$ cat config.mk
export PLATFORM = sky130hd
export DESIGN_NAME = chs_bucket_hash
export DESIGN_NICKNAME = d
export VERILOG_FILES = /design/src/hdl/chained_hash_set_macros.svh /design/src/hdl/chs_pkg.sv /design/src/hdl/chs_bucket_hash.sv
export SDC_FILE = /design/constraint.sdc
export NUM_CORES = 1
export LEC_CHECK = 0
export BUFFER_PORTS_ARGS = -buffer_cell sky130_fd_sc_hd__buf_2
export CORE_AREA = 2 2 39 41
export DETAILED_ROUTE_END_ITERATION = 10
export DIE_AREA = 0 0 41 43
export PLACE_DENSITY = 0.65
export SKIP_CTS_REPAIR_TIMING = 1
export SLEW_MARGIN = 25
export SYNTH_ARGS = -nofsm -noshare
export SYNTH_HDL_FRONTEND = slang
export SYNTH_SLANG_ARGS = --single-unit
$ cat constraint.sdc
create_clock -name i_clk -period 0.8 [get_ports i_clk]
set_clock_uncertainty 0.05 [all_clocks]
set_input_delay 0.16 -clock i_clk [delete_from_list [all_inputs] [get_ports i_clk]]
set_output_delay 0.16 -clock i_clk [all_outputs]
set_load 0.05 [all_outputs]
$ cat src/hdl/chained_hash_set_macros.svh
// Assertion macros used by the chained hash set RTL.
`ifndef CHAINED_HASH_SET_MACROS_SVH
`define CHAINED_HASH_SET_MACROS_SVH

`ifndef ASSERT_OFF
// same-cycle implication, ignored while in reset
`define CHS_ASSERT_IMP(lbl, clk, rst_n, ante, cons) \
    lbl: assert property (@(posedge clk) disable iff (!rst_n) (ante) |-> (cons)) \
        else $error("assertion failed");
// next-cycle implication, ignored while in reset
`define CHS_ASSERT_NXT(lbl, clk, rst_n, ante, cons) \
    lbl: assert property (@(posedge clk) disable iff (!rst_n) (ante) |=> (cons)) \
        else $error("assertion failed");
`else
`define CHS_ASSERT_IMP(lbl, clk, rst_n, ante, cons)
`define CHS_ASSERT_NXT(lbl, clk, rst_n, ante, cons)
`endif

`endif

$ cat src/hdl/chs_pkg.sv
// Types and constants for the chained hash set.
`default_nettype none

package chs_pkg;

    localparam int KEY_W   = 32;
    localparam int TOTAL_W = 9;

    localparam logic [1:0] OP_ADD    = 2'd0;
    localparam logic [1:0] OP_REMOVE = 2'd1;
    localparam logic [1:0] OP_SEARCH = 2'd2;

    typedef enum logic [3:0] {
        S_CLEAR,
        S_IDLE,
        S_HASH,
        S_HEAD,
        S_HLOAD,
        S_WALK,
        S_CMP,
        S_DECIDE,
        S_POP,
        S_ALLOC
    } t_state;

endpackage

`default_nettype wire

$ cat src/hdl/chs_bucket_hash.sv
// Bucket hash unit: key magnitude modulo BUCKETS by reciprocal multiplication.
`default_nettype none

module chs_bucket_hash #(
    parameter int BUCKETS = 16
) (
    input  wire logic                          i_clk,
    input  wire logic                          i_rst_n,
    input  wire logic                          i_load,
    input  wire logic [chs_pkg::KEY_W-1:0]     i_mag,
    output logic                               o_done,
    output logic [$clog2(BUCKETS)-1:0]         o_rem
);
    import chs_pkg::*;

    localparam int RW = $clog2(BUCKETS);
    localparam int MW = KEY_W + 1;
    localparam int PW = KEY_W + MW;
    // floor(2^(KEY_W+RW) / BUCKETS) + 1 gives the exact quotient for any magnitude
    localparam logic [63:0]      SCALE = 64'd1 << (KEY_W + RW);
    localparam logic [MW-1:0]    RECIP = MW'(SCALE / 64'(BUCKETS) + 64'd1);
    localparam logic [KEY_W-1:0] DIV   = KEY_W'(BUCKETS);

    logic             r_mul,  n_mul;
    logic             r_fold, n_fold;
    logic             r_done, n_done;
    logic [KEY_W-1:0] r_mag,  n_mag;
    logic [PW-1:0]    r_prod, n_prod;
    logic [RW-1:0]    r_rem,  n_rem;
    logic [KEY_W-1:0] quot;
    logic [KEY_W-1:0] back;

    // quotient from the registered product, then multiplied back
    assign quot = KEY_W'(r_prod >> (KEY_W + RW));
    assign back = quot * DIV;

    // sequencer: load, multiply, fold back, one-cycle done pulse
    always_comb begin
        n_mul  = 1'b0;
        n_fold = 1'b0;
        n_done = 1'b0;
        n_mag  = r_mag;
        n_prod = r_prod;
        n_rem  = r_rem;
        if (i_load) begin
            n_mul = 1'b1;
            n_mag = i_mag;
        end
        if (r_mul) begin
            n_prod = PW'(r_mag) * PW'(RECIP);
            n_fold = 1'b1;
        end
        if (r_fold) begin
            n_rem  = RW'(r_mag - back);
            n_done = 1'b1;
        end
    end

    always_ff @(posedge i_clk) begin
        if (!i_rst_n) begin
            r_mul  <= 1'b0;
            r_fold <= 1'b0;
            r_done <= 1'b0;
        end else begin
            r_mul  <= n_mul;
            r_fold <= n_fold;
            r_done <= n_done;
        end
        r_mag  <= n_mag;
        r_prod <= n_prod;
        r_rem  <= n_rem;
    end

    assign o_done = r_done;
    assign o_rem  = r_rem;

endmodule

`default_nettype wire

==> results.rst <==
.. list-table::
   :header-rows: 1

   * - Metric
     - Value
   * - Status
     - complete, but fails checks
   * - Violated checks
     - setup timing
   * - Largest fanout of any net on the critical path
     - 1
   * - Overall die height
     - 43 um
   * - Clock buffer depth
     - 2
   * - Post-layout minimum cycle time
     - roughly 1000 ps
   * - Net count reported at finish
     - 65
   * - Fraction of layout instances using a drive strength above 1
     - 0.517
   * - Antenna diode count
     - 0
   * - Cell-by-cell trace of the critical path
     - buf_6
   * - Flop pwr share
     - 0.612
   * - Area share of the largest cell type after synthesis
     - 0.753
   * - Clock-pin transition on the worst setup and hold timing paths
     - 60 ps
   * - Starting density of the core
     - 0.231
   * - Most instantiated cells after synthesis
     - 8 x sky130_fd_sc_hd__edfxtp_1, 3 x sky130_fd_sc_hd__and2_1, 3 x sky130_fd_sc_hd__dfxtp_1
   * - Startpoint Class
     - flop
   * - Part of the cycle the worst path needs
     - 1.26
   * - Ranking of synthesized cells by area
     - sky130_fd_sc_hd__edfxtp_1 75%, sky130_fd_sc_hd__dfxtp_1 19%, sky130_fd_sc_hd__and2_1 5.9%
   * - Count of input and output buffers
     - 11
   * - H-tree level count
     - 1
   * - Min setup slack post-route
     - -212 ps
   * - Final global-route overflow total
     - 0
   * - Critical path arrival
     - 800 ps
   * - Most used standard cell by instance count after synthesis
     - sky130_fd_sc_hd__edfxtp_1
   * - Placement row count
     - 14
   * - Synthesized netlist cell count
     - 14
   * - Fillcell total
     - 133
   * - Combinational fraction of design power
     - 0.060
   * - Total power draw
     - 1.07 mW
   * - Pins over their slew limit
     - 0
   * - Buffer cell driving the clock tree root
     - sky130_fd_sc_hd__clkbuf_4
   * - Net Switching
     - 0.209 mW
   * - CP Class
     - reg2out
   * - Top cell type by total area after synthesis
     - sky130_fd_sc_hd__edfxtp_1
   * - Post-synth cell types
     - 3
   * - Number of sinks on the clock net
     - 11
   * - Type of element capturing the critical path
     - output port
   * - Class of the tightest hold or removal check
     - in2reg
   * - Final setup violation count
     - 5
   * - Worst-skew pair later-pin latency
     - 250 ps
   * - Register area share after synthesis
     - 0.941
   * - Final non-filler cell area
     - 457 um2
   * - Detailed Route WL
     - 381 um
   * - Synth Flop Type
     - sky130_fd_sc_hd__edfxtp_1
   * - P&R area growth vs syn
     - 43.1%
   * - Post-DR wirelength/cell
     - ~8.5 um
   * - Area inside the core boundary
     - 1380 um2
   * - Leakage
     - 0.179 nW
   * - Synth Warn #
     - 0
   * - Net count after synthesis
     - 49
   * - Floorplan die area
     - 1760 um2
   * - Max-capacitance violation count
     - 0
   * - Number of ports placed on the die boundary
     - 40
   * - Cell at the slowest stage of the critical path
     - sky130_fd_sc_hd__edfxtp_1
   * - Final count of hold timing violations
     - 0
   * - Detailed-router iteration count before antenna repair
     - 2
   * - Via count of the first global-routing pass
     - 169
   * - Post-synth ARST share
     - 0
   * - Critical Path Max Stage Delay
     - 380 ps
   * - #FFs+latches synth
     - 11
   * - Synthesized cell area
     - roughly 320 um2
   * - Wire length of the first global-routing pass
     - between 600 and 700 um
   * - Critical path's top delay family
     - flip-flops
   * - Synthesized area per cell
     - ~23 um2
   * - Final Wtd Congestion
     - 0.634
   * - Routed via count divided by cell count
     - 3.67
   * - Routed via count
     - 165
   * - Rel. slew slack
     - 0.880
   * - RSZ-0062 raised after global routing
     - yes
   * - Number of enable flip-flop cells after synthesis
     - 8
   * - Count of buffer and inverter cells on the critical path
     - 1
   * - Number of buffers inserted during clock tree synthesis
     - 3
   * - Detailed-route DRC error count
     - 0
   * - Fmax
     - 989 MHz
   * - Antenna violations before repair
     - 0
   * - Slew at the pin with the worst max-slew slack
     - 179 ps
   * - Part of the power in the clock network
     - 0.328
   * - Proportion of total power due to net switching
     - 0.195
   * - Required @ worst endpoint
     - 590 ps
   * - Pint
     - 0.865 mW
   * - Worst vdd ir
     - 0.867 mV
   * - Cell area power density
     - 2350 nW/um2
   * - Largest net degree at the start of global routing
     - 7
   * - Area after detailed placement
     - 394 um2
   * - Global router's overall resource usage
     - 0.0625
   * - Antenna Violating Nets Remaining
     - 0
   * - Die width
     - 41 um
   * - Number of DRC markers after the initial detailed-route iteration
     - 1
   * - TritonCTS clock tree
     - done
-- flip-flops by register name, summed over array words and instances (netlist names) --
register and flops:
r_mul 1, r_fold 1, o_rem 4, r_mag 4, o_done 1
-- cell usage in the layout (no fill, tap or decap) --
cell type	synthesis	layout
sky130_fd_sc_hd__buf_6	0	4
sky130_fd_sc_hd__buf_2	0	6
sky130_fd_sc_hd__edfxtp_1	8	8
sky130_fd_sc_hd__and2_1	3	3
sky130_fd_sc_hd__clkbuf_1	0	1
sky130_fd_sc_hd__dfxtp_2	0	1
sky130_fd_sc_hd__dfxtp_1	3	2
sky130_fd_sc_hd__clkbuf_4	0	3
sky130_fd_sc_hd__buf_8	0	1
-- per-stage QoR --
step | setup slack (ps) | util | hold slack (ps) | TNS, ps | instances
finish | -212 | 0.330 | 25.5 | -965 | 45
global route | -252 | 0.330 | 16.0 | -1140 | 45
CTS | -259 | 0.304 | 12.8 | -1250 | 45
detailed placement | 30.2 | 0.285 | 288 | 0 | 41
global placement | 42.9 | 0.285 | 287 | 0 | 41
floorplan | -10.6 | - | 209 | -42.4 | 14
-- power groups by stage --
stage,clock (mW),combinational [mW],sequential [mW]
after floorplan,0,0.00360,0.690
after global placement,0,0.0537,0.663
after detailed placement,0,0.0553,0.667
after CTS,0.375,0.0555,0.655
after global routing,0.401,0.0700,0.660
final,0.352,0.0645,0.657
-- layout make-up --
type / count / area (um2) / share of cell area
flip-flops and latches: 11 / 302 / 0.660
repair buffers: 11 / 90.1 / 0.197
clock buffers: 4 / 26.3 / 0.0575
well taps: 16 / 20.0 / 0.0438
multi-input cells: 3 / 18.8 / 0.0411
-- cells by family (layout without fill, tap and decap cells) --
family                 after synthesis  in the layout  synth area share
buffers and inverters                0             15                 0
DFF                                 11             11             0.941
and+or+nand+nor                      3              3            0.0588
-- metal layers --
metal,GRT usage,vias up,share of wire
met4,0.0800,0,0
met5,0,-,0
met2,0.0875,12,0.49
met1,0.0619,73,0.38
met3,0.0157,0,0.13
li1,-,80,-
-- worst paths after layout --
check,from,to,slack (ps),cells past startpoint
max,o_rem[1],o_rem[1],-210,1
min,i_mag[1],r_mag[1],30,1
max reg2reg,r_fold,o_rem[1],40,0
min reg2reg,r_mag[0],o_rem[0],370,0
(Power assumes the default switching activity.)
